### config.mk
export PLATFORM = sky130hd
export DESIGN_NAME = square_channel_with_sweep_core_flat
export DESIGN_NICKNAME = d
export VERILOG_FILES = /design/src/sv/sqc_pkg.sv /design/src/sv/sqc_in_if.sv /design/src/sv/sqc_out_if.sv /design/src/sv/sqc_cfg_if.sv /design/src/sv/square_channel_with_sweep_core.sv /design/src/flat_wrapper.sv
export SDC_FILE = /design/constraint.sdc
export NUM_CORES = 1
export LEC_CHECK = 0
export ABC_CLOCK_PERIOD_IN_PS = 7400
export BUFFER_PORTS_ARGS = -buffer_cell sky130_fd_sc_hd__buf_2
export CAP_MARGIN = 40
export CORE_MARGIN = 3
export CORE_UTILIZATION = 55
export CTS_CLUSTER_DIAMETER = 50
export CTS_CLUSTER_SIZE = 25
export DETAILED_ROUTE_END_ITERATION = 7
export PLACE_DENSITY = 0.73
export SYNTH_ARGS = -nofsm -noshare
export SYNTH_HDL_FRONTEND = slang
export SYNTH_SLANG_ARGS = --single-unit
export TNS_END_PERCENT = 100
### constraint.sdc
create_clock -name i_clk -period 7.4 [get_ports i_clk]
set_input_delay 1.48 -clock i_clk [delete_from_list [all_inputs] [get_ports i_clk]]
set_output_delay 1.48 -clock i_clk [all_outputs]
set_load 0.005 [all_outputs]
### src/sv/sqc_pkg.sv
package sqc_pkg;

    // Field widths of the command, result and register write items, and of the channel state.
    localparam int CMD_W      = 3;
    localparam int FREQ_W     = 11;
    localparam int STEP_W     = 3;
    localparam int SAMPLE_W   = 4;
    localparam int CFG_IDX_W  = 3;
    localparam int CFG_DATA_W = 8;
    localparam int TIMER_W    = 14;
    localparam int LEN_W      = 7;
    localparam int VOL_W      = 4;
    localparam int CNT_W      = 4;

    // Command codes.
    localparam logic [CMD_W-1:0] CMD_TICK     = 3'd0;
    localparam logic [CMD_W-1:0] CMD_LENGTH   = 3'd1;
    localparam logic [CMD_W-1:0] CMD_ENVELOPE = 3'd2;
    localparam logic [CMD_W-1:0] CMD_SWEEP    = 3'd3;
    localparam logic [CMD_W-1:0] CMD_TRIGGER  = 3'd4;

    // Register indexes.
    localparam logic [CFG_IDX_W-1:0] REG_DUTY_SELECT   = 3'd0;
    localparam logic [CFG_IDX_W-1:0] REG_ENV_INITIAL   = 3'd1;
    localparam logic [CFG_IDX_W-1:0] REG_ENV_INCREASE  = 3'd2;
    localparam logic [CFG_IDX_W-1:0] REG_ENV_PERIOD    = 3'd3;
    localparam logic [CFG_IDX_W-1:0] REG_SWEEP_PERIOD  = 3'd4;
    localparam logic [CFG_IDX_W-1:0] REG_SWEEP_SUB     = 3'd5;
    localparam logic [CFG_IDX_W-1:0] REG_SWEEP_SHIFT   = 3'd6;
    localparam logic [CFG_IDX_W-1:0] REG_LENGTH_ON     = 3'd7;

    // Limits and reload values.
    localparam logic [VOL_W-1:0] VOL_MAX       = 4'd15;
    localparam logic [LEN_W-1:0] LEN_FULL      = 7'd64;
    localparam logic [LEN_W-1:0] LEN_FULL_ODD  = 7'd63;
    localparam logic [CNT_W-1:0] ZERO_RELOAD   = 4'd8;
    localparam logic [STEP_W-1:0] STEP_LAST    = 3'd7;

    // Duty patterns, read from the most significant bit at position zero.
    function automatic logic duty_bit(input logic [1:0] sel, input logic [2:0] pos);
        logic [7:0] pat;
        case (sel)
            2'd0:    pat = 8'h01;
            2'd1:    pat = 8'h81;
            2'd2:    pat = 8'h87;
            default: pat = 8'h7e;
        endcase
        return pat[3'd7 - pos];
    endfunction

    // Period timer load: (2048 - frequency) * 4.
    function automatic logic [TIMER_W-1:0] period_load(input logic [FREQ_W-1:0] f);
        logic [FREQ_W:0] span;
        span = 12'd2048 - {1'b0, f};
        return {span, 2'b00};
    endfunction

    // Timer reload, where a period of zero counts as eight.
    function automatic logic [CNT_W-1:0] reload_of(input logic [2:0] p);
        return (p == 3'd0) ? ZERO_RELOAD : {1'b0, p};
    endfunction

    // Sweep calculation; bit 11 set means the result is above 2047.
    function automatic logic [FREQ_W:0] sweep_calc(input logic [FREQ_W-1:0] shadow,
                                                   input logic [2:0] shift,
                                                   input logic sub);
        logic [FREQ_W-1:0] delta;
        delta = shadow >> shift;
        return sub ? ({1'b0, shadow} - {1'b0, delta}) : ({1'b0, shadow} + {1'b0, delta});
    endfunction

endpackage

### src/sv/sqc_in_if.sv
interface sqc_in_if;
    logic                        valid;
    logic                        ready;
    logic [sqc_pkg::CMD_W-1:0]   command;
    logic [sqc_pkg::FREQ_W-1:0]  trigger_frequency;
    logic [sqc_pkg::STEP_W-1:0]  sequencer_step;

    modport source (output valid, command, trigger_frequency, sequencer_step,
                    input ready);
    modport sink   (input valid, command, trigger_frequency, sequencer_step,
                    output ready);
endinterface

### src/sv/sqc_out_if.sv
interface sqc_out_if;
    logic                          valid;
    logic                          ready;
    logic [sqc_pkg::SAMPLE_W-1:0]  sample;
    logic                          channel_active;
    logic [sqc_pkg::FREQ_W-1:0]    current_frequency;

    modport source (output valid, sample, channel_active, current_frequency,
                    input ready);
    modport sink   (input valid, sample, channel_active, current_frequency,
                    output ready);
endinterface

### src/sv/sqc_cfg_if.sv
interface sqc_cfg_if;
    logic                            valid;
    logic                            ready;
    logic [sqc_pkg::CFG_IDX_W-1:0]   index;
    logic [sqc_pkg::CFG_DATA_W-1:0]  data;

    modport source (output valid, index, data, input ready);
    modport sink   (input valid, index, data, output ready);
endinterface

### src/sv/square_channel_with_sweep_core.sv
// A result item appears in the cycle after its command item is accepted.
// Throughput: one item per cycle while results drain; the channel state registers are
// updated in the accepting cycle and the result register takes the new state at the same edge.
// Reset (i_rst_n low, synchronous) restores the register defaults and the
// channel state, and empties the result register. Register writes are always taken outside reset.
module square_channel_with_sweep_core (
    input  logic            i_clk,
    input  logic            i_rst_n,
    sqc_in_if.sink          i_in,
    sqc_cfg_if.sink         i_cfg,
    sqc_out_if.source       o_out
);

    // Configuration registers.
    logic [1:0]                 r_duty_select;
    logic [sqc_pkg::VOL_W-1:0]  r_env_initial;
    logic                       r_env_increase;
    logic [2:0]                 r_env_period;
    logic [2:0]                 r_sweep_pace;
    logic                       r_sweep_sub;
    logic [2:0]                 r_sweep_rshift;
    logic                       r_length_on;

    // Channel state.
    logic                          r_enabled,      n_enabled;
    logic [sqc_pkg::TIMER_W-1:0]   r_period_timer, n_period_timer;
    logic [2:0]                    r_duty_pos,     n_duty_pos;
    logic [sqc_pkg::FREQ_W-1:0]    r_frequency,    n_frequency;
    logic [sqc_pkg::FREQ_W-1:0]    r_shadow,       n_shadow;
    logic                          r_sweep_active, n_sweep_active;
    logic [sqc_pkg::CNT_W-1:0]     r_sweep_timer,  n_sweep_timer;
    logic [sqc_pkg::VOL_W-1:0]     r_volume,       n_volume;
    logic [sqc_pkg::CNT_W-1:0]     r_env_timer,    n_env_timer;
    logic [sqc_pkg::LEN_W-1:0]     r_length_left,  n_length_left;

    // Result register.
    logic                          r_out_valid;
    logic [sqc_pkg::SAMPLE_W-1:0]  r_sample,  n_sample;
    logic                          r_active,  n_active;
    logic [sqc_pkg::FREQ_W-1:0]    r_out_freq;

    logic in_accept;
    logic cfg_accept;

    // The next item is taken whenever the result register is free or drains now.
    assign i_in.ready  = !r_out_valid || o_out.ready;
    assign in_accept   = i_in.valid && i_in.ready;
    assign i_cfg.ready = 1'b1;
    assign cfg_accept  = i_cfg.valid;

    assign o_out.valid             = r_out_valid;
    assign o_out.sample            = r_sample;
    assign o_out.channel_active    = r_active;
    assign o_out.current_frequency = r_out_freq;

    // Register writes.
    always_ff @(posedge i_clk) begin
        if (!i_rst_n) begin
            r_duty_select  <= 2'd2;
            r_env_initial  <= 4'd15;
            r_env_increase <= 1'b0;
            r_env_period   <= 3'd3;
            r_sweep_pace   <= 3'd0;
            r_sweep_sub    <= 1'b0;
            r_sweep_rshift <= 3'd0;
            r_length_on    <= 1'b0;
        end else if (cfg_accept) begin
            case (i_cfg.index)
                sqc_pkg::REG_DUTY_SELECT:  r_duty_select  <= i_cfg.data[1:0];
                sqc_pkg::REG_ENV_INITIAL:  r_env_initial  <= i_cfg.data[3:0];
                sqc_pkg::REG_ENV_INCREASE: r_env_increase <= i_cfg.data[0];
                sqc_pkg::REG_ENV_PERIOD:   r_env_period   <= i_cfg.data[2:0];
                sqc_pkg::REG_SWEEP_PERIOD: r_sweep_pace   <= i_cfg.data[2:0];
                sqc_pkg::REG_SWEEP_SUB:    r_sweep_sub    <= i_cfg.data[0];
                sqc_pkg::REG_SWEEP_SHIFT:  r_sweep_rshift <= i_cfg.data[2:0];
                sqc_pkg::REG_LENGTH_ON:    r_length_on    <= i_cfg.data[0];
                default: ;
            endcase
        end
    end

    // Next channel state for the command item on the input.
    always_comb begin
        logic [sqc_pkg::TIMER_W-1:0] ptimer;
        logic [sqc_pkg::CNT_W-1:0]   ctimer;
        logic [sqc_pkg::FREQ_W:0]    calc_a;
        logic [sqc_pkg::FREQ_W:0]    calc_b;

        n_enabled      = r_enabled;
        n_period_timer = r_period_timer;
        n_duty_pos     = r_duty_pos;
        n_frequency    = r_frequency;
        n_shadow       = r_shadow;
        n_sweep_active = r_sweep_active;
        n_sweep_timer  = r_sweep_timer;
        n_volume       = r_volume;
        n_env_timer    = r_env_timer;
        n_length_left  = r_length_left;
        ptimer = '0;
        ctimer = '0;
        calc_a = '0;
        calc_b = '0;

        case (i_in.command)
            sqc_pkg::CMD_TICK: begin
                ptimer = (r_period_timer != '0) ? r_period_timer - 1'b1 : r_period_timer;
                n_period_timer = ptimer;
                if (ptimer == '0) begin
                    n_duty_pos     = r_duty_pos + 3'd1;
                    n_period_timer = sqc_pkg::period_load(r_frequency);
                end
            end
            sqc_pkg::CMD_LENGTH: begin
                if (r_length_on && r_length_left != '0) begin
                    n_length_left = r_length_left - 1'b1;
                    if (r_length_left == 7'd1) begin
                        n_enabled = 1'b0;
                    end
                end
            end
            sqc_pkg::CMD_ENVELOPE: begin
                ctimer = (r_env_timer != '0) ? r_env_timer - 1'b1 : r_env_timer;
                n_env_timer = ctimer;
                if (r_env_period != 3'd0 && ctimer == '0) begin
                    if (r_env_increase) begin
                        if (r_volume != sqc_pkg::VOL_MAX) begin
                            n_volume = r_volume + 1'b1;
                        end
                    end else if (r_volume != '0) begin
                        n_volume = r_volume - 1'b1;
                    end
                end
                if (ctimer == '0) begin
                    n_env_timer = sqc_pkg::reload_of(r_env_period);
                end
            end
            sqc_pkg::CMD_SWEEP: begin
                ctimer = (r_sweep_timer != '0) ? r_sweep_timer - 1'b1 : r_sweep_timer;
                n_sweep_timer = ctimer;
                calc_a = sqc_pkg::sweep_calc(r_shadow, r_sweep_rshift, r_sweep_sub);
                calc_b = sqc_pkg::sweep_calc(calc_a[sqc_pkg::FREQ_W-1:0],
                                             r_sweep_rshift, r_sweep_sub);
                if (r_sweep_pace != 3'd0 && r_sweep_active && ctimer == '0) begin
                    if (calc_a[sqc_pkg::FREQ_W]) begin
                        // Overflow of the first calculation silences the channel.
                        n_enabled      = 1'b0;
                        n_sweep_active = 1'b0;
                    end else if (r_sweep_rshift != 3'd0) begin
                        n_shadow    = calc_a[sqc_pkg::FREQ_W-1:0];
                        n_frequency = calc_a[sqc_pkg::FREQ_W-1:0];
                        // The follow-up check only looks for overflow.
                        if (calc_b[sqc_pkg::FREQ_W]) begin
                            n_enabled      = 1'b0;
                            n_sweep_active = 1'b0;
                        end
                    end
                end
                if (ctimer == '0) begin
                    n_sweep_timer = sqc_pkg::reload_of(r_sweep_pace);
                end
            end
            sqc_pkg::CMD_TRIGGER: begin
                n_enabled   = 1'b1;
                n_frequency = i_in.trigger_frequency;
                if (r_length_left == '0) begin
                    n_length_left = (r_length_on && i_in.sequencer_step[0])
                                    ? sqc_pkg::LEN_FULL_ODD : sqc_pkg::LEN_FULL;
                end
                n_period_timer = sqc_pkg::period_load(i_in.trigger_frequency);
                n_volume       = r_env_initial;
                n_env_timer    = sqc_pkg::reload_of(r_env_period)
                                 + {3'd0, i_in.sequencer_step == sqc_pkg::STEP_LAST};
                n_shadow       = i_in.trigger_frequency;
                n_sweep_timer  = sqc_pkg::reload_of(r_sweep_pace);
                n_sweep_active = (r_sweep_pace != 3'd0) || (r_sweep_rshift != 3'd0);
                calc_a = sqc_pkg::sweep_calc(i_in.trigger_frequency, r_sweep_rshift,
                                             r_sweep_sub);
                if (r_sweep_rshift != 3'd0 && calc_a[sqc_pkg::FREQ_W]) begin
                    n_enabled      = 1'b0;
                    n_sweep_active = 1'b0;
                end
            end
            default: ;
        endcase
    end

    // Result fields from the state after the command.
    always_comb begin
        n_sample = '0;
        if (n_enabled && sqc_pkg::duty_bit(r_duty_select, n_duty_pos)) begin
            n_sample = n_volume;
        end
        n_active = n_enabled && (r_env_initial != '0 || r_env_increase);
    end

    // State update on each accepted item.
    always_ff @(posedge i_clk) begin
        if (!i_rst_n) begin
            r_enabled      <= 1'b1;
            r_period_timer <= '0;
            r_duty_pos     <= '0;
            r_frequency    <= '0;
            r_shadow       <= '0;
            r_sweep_active <= 1'b0;
            r_sweep_timer  <= '0;
            r_volume       <= '0;
            r_env_timer    <= '0;
            r_length_left  <= '0;
        end else if (in_accept) begin
            r_enabled      <= n_enabled;
            r_period_timer <= n_period_timer;
            r_duty_pos     <= n_duty_pos;
            r_frequency    <= n_frequency;
            r_shadow       <= n_shadow;
            r_sweep_active <= n_sweep_active;
            r_sweep_timer  <= n_sweep_timer;
            r_volume       <= n_volume;
            r_env_timer    <= n_env_timer;
            r_length_left  <= n_length_left;
        end
    end

    // Result register control.
    always_ff @(posedge i_clk) begin
        if (!i_rst_n) begin
            r_out_valid <= 1'b0;
        end else if (in_accept) begin
            r_out_valid <= 1'b1;
        end else if (o_out.ready) begin
            r_out_valid <= 1'b0;
        end
    end

    // Result payload.
    always_ff @(posedge i_clk) begin
        if (in_accept) begin
            r_sample   <= n_sample;
            r_active   <= n_active;
            r_out_freq <= n_frequency;
        end
    end

    // A result appears only for an accepted item.
    a_result_from_item: assert property (@(posedge i_clk) disable iff (!i_rst_n)
        $rose(r_out_valid) |-> $past(in_accept))
        else $error("result item without an accepted command");

    // The frequency moves only on a trigger or a sweep clock.
    a_freq_hold: assert property (@(posedge i_clk) disable iff (!i_rst_n)
        (in_accept && i_in.command != sqc_pkg::CMD_TRIGGER
                   && i_in.command != sqc_pkg::CMD_SWEEP) |=> $stable(r_frequency))
        else $error("frequency changed by a command that does not set it");

    // A length clock that empties the counter silences the channel.
    a_length_off: assert property (@(posedge i_clk) disable iff (!i_rst_n)
        (in_accept && i_in.command == sqc_pkg::CMD_LENGTH && r_length_on
                   && r_length_left == 7'd1) |=> !r_enabled)
        else $error("channel still enabled after length ran out");

    // The volume does not wrap past its top.
    a_volume_sat: assert property (@(posedge i_clk) disable iff (!i_rst_n)
        (in_accept && i_in.command == sqc_pkg::CMD_ENVELOPE && r_env_increase
                   && r_volume == sqc_pkg::VOL_MAX) |=> r_volume == sqc_pkg::VOL_MAX)
        else $error("volume wrapped on increase");

    // An empty result register never holds off the input.
    a_ready_when_empty: assert property (@(posedge i_clk) disable iff (!i_rst_n)
        !r_out_valid |-> i_in.ready)
        else $error("input stalled with an empty result register");

endmodule
### src/flat_wrapper.sv
// flat-port wrapper written by rule: the top's interface ports become plain ports
module square_channel_with_sweep_core_flat 
  (i_clk, i_rst_n, i_in_valid, i_in_command, i_in_trigger_frequency, i_in_sequencer_step, i_in_ready, i_cfg_valid, i_cfg_index, i_cfg_data, i_cfg_ready, o_out_valid, o_out_sample, o_out_channel_active, o_out_current_frequency, o_out_ready);
  sqc_in_if i_in_i ();
  sqc_cfg_if i_cfg_i ();
  sqc_out_if o_out_i ();
  input  logic i_clk;
  input  logic i_rst_n;
  input wire logic [$bits(i_in_i.valid)-1:0] i_in_valid;
  input wire logic [$bits(i_in_i.command)-1:0] i_in_command;
  input wire logic [$bits(i_in_i.trigger_frequency)-1:0] i_in_trigger_frequency;
  input wire logic [$bits(i_in_i.sequencer_step)-1:0] i_in_sequencer_step;
  output wire logic [$bits(i_in_i.ready)-1:0] i_in_ready;
  input wire logic [$bits(i_cfg_i.valid)-1:0] i_cfg_valid;
  input wire logic [$bits(i_cfg_i.index)-1:0] i_cfg_index;
  input wire logic [$bits(i_cfg_i.data)-1:0] i_cfg_data;
  output wire logic [$bits(i_cfg_i.ready)-1:0] i_cfg_ready;
  output wire logic [$bits(o_out_i.valid)-1:0] o_out_valid;
  output wire logic [$bits(o_out_i.sample)-1:0] o_out_sample;
  output wire logic [$bits(o_out_i.channel_active)-1:0] o_out_channel_active;
  output wire logic [$bits(o_out_i.current_frequency)-1:0] o_out_current_frequency;
  input wire logic [$bits(o_out_i.ready)-1:0] o_out_ready;
  assign i_in_i.valid = i_in_valid;
  assign i_in_i.command = i_in_command;
  assign i_in_i.trigger_frequency = i_in_trigger_frequency;
  assign i_in_i.sequencer_step = i_in_sequencer_step;
  assign i_in_ready = i_in_i.ready;
  assign i_cfg_i.valid = i_cfg_valid;
  assign i_cfg_i.index = i_cfg_index;
  assign i_cfg_i.data = i_cfg_data;
  assign i_cfg_ready = i_cfg_i.ready;
  assign o_out_valid = o_out_i.valid;
  assign o_out_sample = o_out_i.sample;
  assign o_out_channel_active = o_out_i.channel_active;
  assign o_out_current_frequency = o_out_i.current_frequency;
  assign o_out_i.ready = o_out_ready;
  square_channel_with_sweep_core u_core (.i_clk(i_clk), .i_rst_n(i_rst_n), .i_in(i_in_i), .i_cfg(i_cfg_i), .o_out(o_out_i));
endmodule
# Yosys cells after proc, flatten, opt, wreduce, memory -nomap -nowiden
# Cells that the tools add are included.
dict set report op_classes {
  add_sub_neg 17
  magnitude_cmp 1
  eq_ne 23
  n_shift 3
  mux 52
  reduce_logical 50
}
# op n
set op_table {}
lappend op_table {{two-way mux 11 bit} 6}
lappend op_table {{case mux 11 bit (2 select lines)} 2}
lappend op_table {{two-way mux 4 bit} 10}
lappend op_table {{adder 11 x 11 -> 12 bit} 3}
lappend op_table {{two-way mux 12 bit} 3}
lappend op_table {{subtractor 11 x 11 -> 12 bit} 3}
lappend op_table {{right shift 11 x 3 -> 11 bit} 3}
lappend op_table {{two-way mux 14 bit} 2}
lappend op_table {{case mux 14 bit (2 select lines)} 1}
lappend op_table {{case mux 4 bit (2 select lines)} 3}
lappend op_table {{case mux 8 bit (3 select lines)} 1}
lappend op_table {{subtractor 12 x 11 -> 12 bit (first input constant)} 2}
lappend op_table {{AND reduction 2 bit} 11}
lappend op_table {{two-way mux 7 bit} 3}
lappend op_table {{== test 3 bit (second input constant)} 6}
lappend op_table {{nonzero test 4 bit} 4}
lappend op_table {{two-way mux 1 bit} 15}
lappend op_table {{logical NOT 14 bit} 1}
lappend op_table {{case mux 7 bit (2 select lines)} 1}
lappend op_table {{nonzero test 14 bit} 1}
lappend op_table {{subtractor 14 x 1 -> 14 bit (second input constant)} 1}
lappend op_table {{== test 3 x 2 -> 1 bit (second input constant)} 4}
lappend op_table {{logical NOT 3 bit} 4}
lappend op_table {{subtractor 4 x 1 -> 4 bit (second input constant)} 3}
lappend op_table {{other kinds (29)} 53}
dict set report word_totals {
  register_bits 95
  word_cells 168
}

# Longest topological paths before layout
# Gate-level depths: netlist (run 1).
dict set report logic_depth {
  word_depth 12
  mapped_depth 35
  depth_no_buf 33
}

# Least setup slack after synthesis (run 1)
# No wires, ideal clock.
dict set report synth_path {
  path_type {flip-flop to flip-flop}
  startpoint {register u_core.r_sweep_rshift[0]}
  endpoint {register u_core.r_sample, in the netlist u_core.o_out.sample[0] (data pin)}
  arrival_time_ns 6.383
  required_ns 7.131
  path_slack_ns 0.748
  path_stages_with_launch 34
  n_path_buf 2
  period_less_slack_ns 6.652
  cell_sequence {dfxtp_1 -> buf_2 -> mux4_2 -> or3_1 -> o31ai_1 -> and3_1 -> a31oi_1 -> xor2_1 -> ha_1 -> clkbuf_1 -> and3_1 -> nand2_1 -> nand3_1 -> or3_4 -> inv_4 -> o2bb2ai_1 -> a211o_1 -> ha_1 -> inv_1 -> mux2_2 -> ha_1 -> nor2b_1 -> o21a_1 -> o21a_1 -> o21a_1 -> o21ai_0 -> nand2b_1 -> a211oi_1 -> a21oi_1 -> and2_1 -> o311ai_2 -> a31oi_2 -> a21oi_2 -> nor4_1}
}
dict set report synth_via {
  elab_chain_len 12
  elab_cells_between_ends 21
  cone_classes {6 x add/sub; 3 x shift; 9 x mux; 3 x reduce/logical}
}
# item line
set synth_rtl {}
lappend synth_rtl {{start, declared} square_channel_with_sweep_core.sv:21} ;# logic [2:0] r_sweep_rshift;
lappend synth_rtl {{start signal, assigned} square_channel_with_sweep_core.sv:75} ;# sqc_pkg::REG_SWEEP_SHIFT: r_sweep_rshift <= i_cfg.data[2:0];
lappend synth_rtl {{right shift 11 x 3 -> 11 bit} sqc_pkg.sv:68} ;# delta = shadow >> shift;
lappend synth_rtl {{adder 11 x 11 -> 12 bit / subtractor 11 x 11 -> 12 bit (equally long branches)} sqc_pkg.sv:69} ;# return sub ? ({1'b0, shadow} - {1'b0, delta}) : ({1'b0, shadow} + {1'b0, delta});
lappend synth_rtl {{two-way mux 12 bit} sqc_pkg.sv:69}
lappend synth_rtl {{right shift 11 x 3 -> 11 bit} sqc_pkg.sv:68}
lappend synth_rtl {{adder 11 x 11 -> 12 bit / subtractor 11 x 11 -> 12 bit (equally long branches)} sqc_pkg.sv:69}
lappend synth_rtl {{two-way mux 12 bit} sqc_pkg.sv:69}
lappend synth_rtl {{two-way mux 1 bit} square_channel_with_sweep_core.sv:152} ;# if (calc_b[sqc_pkg::FREQ_W]) begin
lappend synth_rtl {{two-way mux 1 bit} square_channel_with_sweep_core.sv:148} ;# end else if (r_sweep_rshift != 3'd0) begin
lappend synth_rtl {{two-way mux 1 bit} square_channel_with_sweep_core.sv:144} ;# if (calc_a[sqc_pkg::FREQ_W]) begin
lappend synth_rtl {{two-way mux 1 bit} square_channel_with_sweep_core.sv:143} ;# if (r_sweep_pace != 3'd0 && r_sweep_active && ctimer == '0) begin
lappend synth_rtl {{case mux 1 bit (3 select lines) (*)} square_channel_with_sweep_core.sv:104} ;# case (i_in.command)
lappend synth_rtl {{logical AND 1 bit (*)} square_channel_with_sweep_core.sv:190} ;# if (n_enabled && sqc_pkg::duty_bit(r_duty_select, n_duty_pos)) begin
lappend synth_rtl {{end signal, assigned} square_channel_with_sweep_core.sv:237} ;# r_sample <= n_sample;
lappend synth_rtl {{end, declared} square_channel_with_sweep_core.sv:38} ;# logic [sqc_pkg::SAMPLE_W-1:0] r_sample, n_sample;
# Every way passes the cells marked *; elsewhere a longest branch is shown, timed or not.
# A chain may end at the register's enable or synchronous reset.

# Final worst setup path (run 1)
dict set report layout_path {
  startpoint {register u_core.r_sweep_rshift[0]}
  endpoint {register u_core.r_sample, in the netlist u_core.o_out.sample[2] (data pin)}
}
# The elaborated chain is that of the path after synthesis.

==> run_results.csv, run 1 <==
group,metric,value,unit
run_status,outcome,"finished, final reports clean",
route,drtIter0Drc,965,
sta,fmax,0.142,GHz
global_route,antenna_found_initial,0,
placement,dpl.hpwl,17.1,mm
synthesis,ys_warn_count,0,
setup_path,end_kind,"register",
sta,hold_viol,0,
sta,maxSlewViolCount,0,
clocking,root_buffer,"clkbuf_16",
sta,worst_slack,0.363,ns
min_path,min_path_type,"reg -> reg",
route,via_per_inst,6.25,
setup_path,critPathSlowestCell,"mux4_2",
sta,finClkSkew,0.00916,ns
synthesis,async_flop_share,0,%
global_route,grt_max_degree,81,
placement,port_buffers,46,
sta,fin_crit,7.04,ns
synthesis,synth_area_leaders,"dfxtp_1 18%, ha_1 6.6%, edfxtp_1 5.5%",
final_layout,multi_input_area,6370,um2
final_layout,nets,1225,
route,route.vias.total,8507,
placement,place_congestion,0.898,
setup_path,path_class,"reg -> reg",
final_layout,drive_gt1_share,13.9,%
clocking,htree_num_levels,3,
setup_path,cp.arrival,7.21,ns
route,ant_nets,0,
floorplanning,start_util,57.0,%
floorplanning,die_area,17500,um2
clocking,clk_latency,0.35,ns
final_layout,diodes,0,
global_route,overflow,0,
synthesis,synth.cell_area,8760,um2
flow_run,drv_cap,0,
clocking,cts_tree,"built",
sta,min_period_over_period,95.1,%
clocking,cts_max_path_buffers,2,
floorplanning,die-height,132,um
route,route.detailed.drc,0,
synthesis,synth_edf_count,16,
global_route,track_usage,26.0,%
synthesis,yosys.area.top_type,"dfxtp_1",
route,wirelength,23.7,mm
setup_path,crit_path_start_kind,"register",
sta,setup-tns-final,0,ns
setup_path,crit_fanout,8,
placement,place_ws,0.131,ns
global_route,grt_pass1_vias,7754,
synthesis,yosysSeqAreaShare,23.5,%
route,firstDrtPassIters,6,
setup_path,cpPeakStageDelay,0.53,ns
clocking,cts.clk_slew.worst_paths,0.07,ns
power,vdd_drop_max,0.135,mV
global_route,grt_pass1_wl,38.4,mm
floorplanning,io-pin-count,52,
synthesis,synth.distinct_cells,97,
synthesis,synth_top_area_share,18.0,%
floorplanning,coreArea,15400,um2
synthesis,synth-seq-cells,95,
route,wl_per_cell,17.4,um
clocking,cts.sinks,95,
synthesis,syn_avg_cell_area,7.82,um2
sta,finalSetupViolations,0,
final_layout,syn2layout_area_growth,10.6,%
synthesis,ys.flop_type,"dfxtp_1",
final_layout,seqCellArea,2070,um2
synthesis,syn_nets,1200,
clocking,cts_buffers,9,
power,pwr_density_cell,235,nW/um2
floorplanning,rows,45,
power,p_leak,4.02,nW
setup_path,crit_required,7.58,ns
sta,worst_pin_slew,0.803,ns
final_layout,fillers,1391,
sta,slew_headroom,46.5,%
sta,holdWs,0.466,ns
power,design_power_total,2.28,mW
synthesis,syn_inst,1120,
floorplanning,die_w,132,um
[critical path: cells and delay by family, from the launching register on]
| kind | cells | cell delay, ns |
|---|---|---|
| flops | 1 | 0.43 |
| buf+inv | 1 | 0.03 |
| xor+xnor | 1 | 0.18 |
| mux | 2 | 0.78 |
| fa+ha+maj | 3 | 0.80 |
| compound gates | 15 | 3.09 |
| simple gates | 8 | 1.56 |
[path summary, 6_finish.rpt]
check,to,cells past startpoint,slack (ns),from
min,u_core.r_sweep_active,2,0.47,u_core.r_sweep_active
max reg2reg,u_core.o_out.sample[2],30,0.36,u_core.r_sweep_rshift[0]
max,u_core.o_out.sample[2],30,0.36,u_core.r_sweep_rshift[0]
min reg2reg,u_core.r_sweep_active,2,0.47,u_core.r_sweep_active
[layout by cell type, fill, tap and decap left out, types with 37 or more instances in the layout]
cell type,Yosys,final
o21ai_0,50,50
nand2_1,121,121
ha_1,46,44
mux2i_1,39,39
buf_2,11,47
nor2_1,100,100
nor2b_1,43,43
a21oi_1,75,74
buf_4,1,37
dfxtp_1,79,77
[flip-flops by register name, indices dropped and copies added (netlist names), 2 cells and up]
name and count:
u_core.r_period_timer 14, u_core.o_out.current_frequency 11, u_core.r_frequency 11, u_core.r_shadow 11, u_core.r_length_left 7, u_core.o_out.sample 4
u_core.r_env_initial 4, u_core.r_env_timer 4, u_core.r_sweep_timer 4, u_core.r_volume 4, u_core.r_duty_pos 3, u_core.r_env_period 3
u_core.r_sweep_pace 3, u_core.r_sweep_rshift 3, u_core.r_duty_select 2
[stage by stage]
step,cells,area (um2),utilization (%)
2_1_floorplan,1120,8760,-
3_3_place_gp,1335,9180,59.7
3_5_place_dp,1338,9220,60.0
4_1_cts,1354,9520,61.9
5_1_grt,1361,9690,63.0
6_report,1361,9690,63.0
[layer usage]
metal | up-vias | wire length (um) | GRT usage (%)
met4 | 0 | 304 | 5.08
met1 | 3985 | 10900 | 36.6
met2 | 319 | 10900 | 43.4
li1 | 4174 | - | -
met5 | - | 0 | 0
met3 | 29 | 1540 | 2.94
[kinds of logic after synthesis]
family | Yosys count | share of synthesized area [%]
adders and majority gates | 47 | 6.80
other | 1 | 0.0428
DFF | 95 | 23.5
and+or+nand+nor | 452 | 26.5
AOI/OAI and AO/OA | 303 | 24.8
muxes | 51 | 7.15
xor gates and xnor gates | 60 | 6.00
buffers and inverters | 111 | 5.15
[area by class of cell]
class | instances | share of cell area (%)
Clock buffer | 9 | 2.32
Clock inverter | 7 | 0.736
Inverter | 39 | 1.54
Multi-Input combinational cell | 914 | 65.7
Sequential cell | 95 | 21.3
Tap cell | 211 | 2.72
Timing Repair Buffer | 86 | 5.62
[power breakdown]
group	total, mW	internal, mW	switching (mW)
Combinational	1.23	0.520	0.710
Sequential	0.583	0.553	0.0303
Clock	0.467	0.238	0.228
Total	2.28	1.31	0.969
[cells in the mapped netlist, types with 4 or more instances]
master	number
a211o_1	4
nand4_1	8
buf_2	11
a32oi_1	4
nand4b_1	5
nor2b_1	43
clkbuf_1	53
mux2i_1	39
o221ai_1	6
dfxtp_1	79
and3_1	7
a22oi_1	7
edfxtp_1	16
nand3b_1	8
nor4_1	16
o21a_1	7
nor3_1	32
mux4_2	9
nor3b_1	16
or3_1	14
buf_1	5
a221o_1	11
or4_1	5
o211ai_1	18
nor2_1	100
inv_1	33
xor2_1	34
a21oi_1	75
a211oi_1	17
a221oi_1	5
nand3_1	23
nand2b_1	16
nand2_1	121
and2_1	16
xnor2_1	26
a31oi_1	13
ha_1	46
a21o_1	7
o21ai_0	50
o211a_1	27
[timing repair]
item,in CTS,in global routing
hold endpoints to repair,0,0
setup endpoints to repair,0,7
gates resized for setup,0,23
setup buffers,0,7
hold buffers,0,0
Note: power is estimated with default switching activity, not from simulation.
==> inputs of run 2 (changes only) <==
--- a/config.mk
+++ b/config.mk
@@ -5,6 +5,7 @@
 export SDC_FILE = /design/constraint.sdc
 export NUM_CORES = 1
 export LEC_CHECK = 0
+export ABC_AREA = 1
 export ABC_CLOCK_PERIOD_IN_PS = 7400
 export BUFFER_PORTS_ARGS = -buffer_cell sky130_fd_sc_hd__buf_2
 export CAP_MARGIN = 40
==> run_results.csv, run 2 <==
group,metric,value,unit
run_status,outcome,"finished, final reports clean",
synthesis,async_flop_share,0,%
synthesis,syn_nets,1445,
setup_path,r2r_slack,1.06,ns
synthesis,synth_top_area_share,17.8,%
clocking,cts_max_path_buffers,2,
placement,place_congestion,0.926,
final_layout,nets,1463,
placement,dpl.hpwl,18.0,mm
route,route.detailed.drc,0,
synthesis,syn_avg_cell_area,6.51,um2
route,firstDrtPassIters,6,
final_layout,layout.cells.non_filler,1599,
setup_path,worst-r2r-cell-count,39,
route,wl_per_cell,14.8,um
global_route,grt_max_degree,42,
min_path,holdPathStages,2,
synthesis,ys_warn_count,0,
setup_path,worst-path-stages,39,
setup_path,path_buf_inv,5,
final_layout,largest-register,"u_core.r_period_timer",
route,via_per_inst,5.54,
floorplanning,start_util,57.4,%
global_route,grt_pass1_vias,8125,
synthesis,synth.cell_area,8880,um2
sta,finClkSkew,0.0102,ns
setup_path,critPathTopFamily,"simple AND/OR/NAND/NOR gates",
sta,slew_headroom,42.0,%
clocking,holdBufCountCts,0,
global_route,grt_pass1_wl,38.9,mm
route,wl_met1,11.3,mm
final_layout,syn2layout_area_growth,6.68,%
clocking,cts_resized,0,
synthesis,yosysSeqAreaShare,23.2,%
synthesis,ys.flop_type,"dfxtp_1",
floorplanning,die_w,133,um
sta,maxSlewViolCount,0,
power,switching_share,44.1,%
final_layout,largest_reg_flops,14,
sta,worst_pin_slew,0.864,ns
clocking,cts_buffers,9,
final_layout,final_util,61.2,%
setup_path,r2r_end,"u_core.o_out.sample[2]",
global_route,antenna_found_initial,0,
route,wl_met2,10.6,mm
floorplanning,io-pin-count,52,
final_layout,final_cell_mix,"274 x nand2_1, 201 x inv_1, 111 x nor2_1, 95 x o21ai_0, 93 x nand3_1",
power,pwr-share-clk,21.6,%
route,met3WireLength,1.26,mm
floorplanning,rows,45,
synthesis,synth_area_leaders,"dfxtp_1 18%, nand2_1 12%, inv_1 8.5%",
flow_run,drv_cap,0,
power,combPwrFrac,51.4,%
floorplanning,die_area,17700,um2
clocking,post-cts-setup-buffer-count,0,
clocking,root_buffer,"clkbuf_16",
placement,port_buffers,46,
setup_path,critPathSlowestCell,"inv_2",
sta,rsz0062_at_grt,"no",
power,p_int,1.21,mW
floorplanning,die-height,133,um
final_layout,multi_input_area,5730,um2
route,route.vias.total,8856,
placement,placedInstanceArea,9180,um2
final_layout,drive_gt1_share,13.3,%
global_route,track_usage,26.4,%
clocking,cts.clk_slew.worst_paths,0.07,ns
power,p_leak,4.53,nW
synthesis,syn_inst,1365,
clocking,clk_latency,0.35,ns
setup_path,crit_path_start_kind,"register",
sta,finalSetupViolations,0,
sta,fmax,0.158,GHz
min_path,worstHoldStart,"u_core.r_period_timer[0]",
clocking,cts.sinks,95,
synthesis,yosys.area.top_type,"dfxtp_1",
power,netSwitchingPower,0.954,mW
sta,min_period_over_period,85.7,%
route,drtIter0Drc,736,
synthesis,synth_edf_count,16,
setup_path,cp_common_cell,"nand2_1",
final_layout,final_common_cell,"nand2_1",
global_route,overflow,0,
min_path,holdPathEnd,"u_core.r_period_timer[0]",
sta,hold_viol,0,
placement,dp.cells,1583,
setup_path,end_kind,"register",
setup_path,crit_required,7.50,ns
setup_path,cpPeakStageDelay,0.42,ns
final_layout,seqCellArea,2060,um2
synthesis,yosys.cell_count.top_type,"nand2_1",
sta,fin_crit,6.34,ns
synthesis,synth_common_cells,"274 x nand2_1, 201 x inv_1, 112 x nor2_1",
clocking,cts_tree,"built",
min_path,min_path_type,"reg -> reg",
power,vdd_drop_max,0.110,mV
route,top_layer,"met4",
floorplanning,coreArea,15500,um2
route,ant_nets,0,
setup_path,crit_fanout,31,
final_layout,design_area,9480,um2
power,seq_power_share,27.0,%
route,wirelength,23.7,mm
sta,setup-tns-final,0,ns
setup_path,cp.arrival,6.45,ns
setup_path,path_class,"reg -> reg",
final_layout,fillers,1508,
power,pwr_density_cell,228,nW/um2
final_layout,diodes,0,
synthesis,synth-seq-cells,95,
setup_path,rr_startpoint,"u_core.r_sweep_rshift[1]",
synthesis,synth.distinct_cells,63,
clocking,htree_num_levels,3,
## run 2: tightest hold or removal path, cell delays in order (launching register included)
cell and delay [ns]:
dfxtp_1 0.33, nand2_1 0.06, a21oi_1 0.06
## run 2: area by class of cell
class	count	area share [%]
Tap cell	211	2.79
Sequential cell	95	21.8
Timing Repair Buffer	56	3.22
Multi-Input combinational cell	1004	60.5
Clock inverter	3	0.277
Clock buffer	13	2.87
Inverter	217	8.61
## run 2: how the worst max path moves through the flow
stage	endpoint	slack, ns	start
6_report	u_core.o_out.sample[2]	1.06	u_core.r_sweep_rshift[1]
5_1_grt	u_core.o_out.sample[2]	0.35	u_core.r_sweep_rshift[1]
4_1_cts	u_core.o_out.sample[2]	1.05	u_core.r_sweep_rshift[1]
3_5_place_dp	u_core.o_out.sample[2]	1.08	u_core.r_sweep_rshift[1]
3_3_place_gp	u_core.o_out.sample[3]	1.17	u_core.r_sweep_rshift[1]
2_1_floorplan	u_core.o_out.sample[3]	2.05	u_core.r_sweep_rshift[0]
## run 2: power groups by stage
stage / Combinational [mW] / Clock, mW / Sequential (mW)
2_1_floorplan: 0.857 / 0 / 0.590
3_3_place_gp: 1.07 / 0 / 0.594
3_5_place_dp: 1.10 / 0 / 0.595
4_1_cts: 1.10 / 0.473 / 0.583
5_1_grt: 1.27 / 0.491 / 0.588
6_report: 1.11 / 0.468 / 0.584
## run 2: metrics by stage
| stage | worst slack [ns] | hold WS (ns) | power, mW |
|---|---|---|---|
| after floorplan | 2.05 | 0.450 | 1.45 |
| after global placement | 1.17 | 0.474 | 1.67 |
| after detailed placement | 1.08 | 0.478 | 1.69 |
| after CTS | 1.05 | 0.490 | 2.16 |
| after global routing | 0.351 | 0.529 | 2.35 |
| final | 1.06 | 0.488 | 2.16 |
## run 2: kinds of logic (layout without fill, tap and decap cells)
group	count (synthesis)	count (layout)	share of synthesized area [%]
adders and majority gates	47	47	6.71
muxes	4	4	0.451
buffers and inverters	266	289	12.3
xor gates and xnor gates	52	52	5.21
and+or+nand+nor	580	580	29.7
other	1	1	0.0422
AOI/OAI and AO/OA	320	320	22.4
DFF	95	95	23.2
## run 2: per-layer routing
| metal | vias up | track usage, % |
|---|---|---|
| met3 | 48 | 3.54 |
| met5 | - | 0 |
| li1 | 4560 | - |
| met2 | 237 | 42.8 |
| met1 | 4011 | 36.4 |
| met4 | 0 | 8.26 |
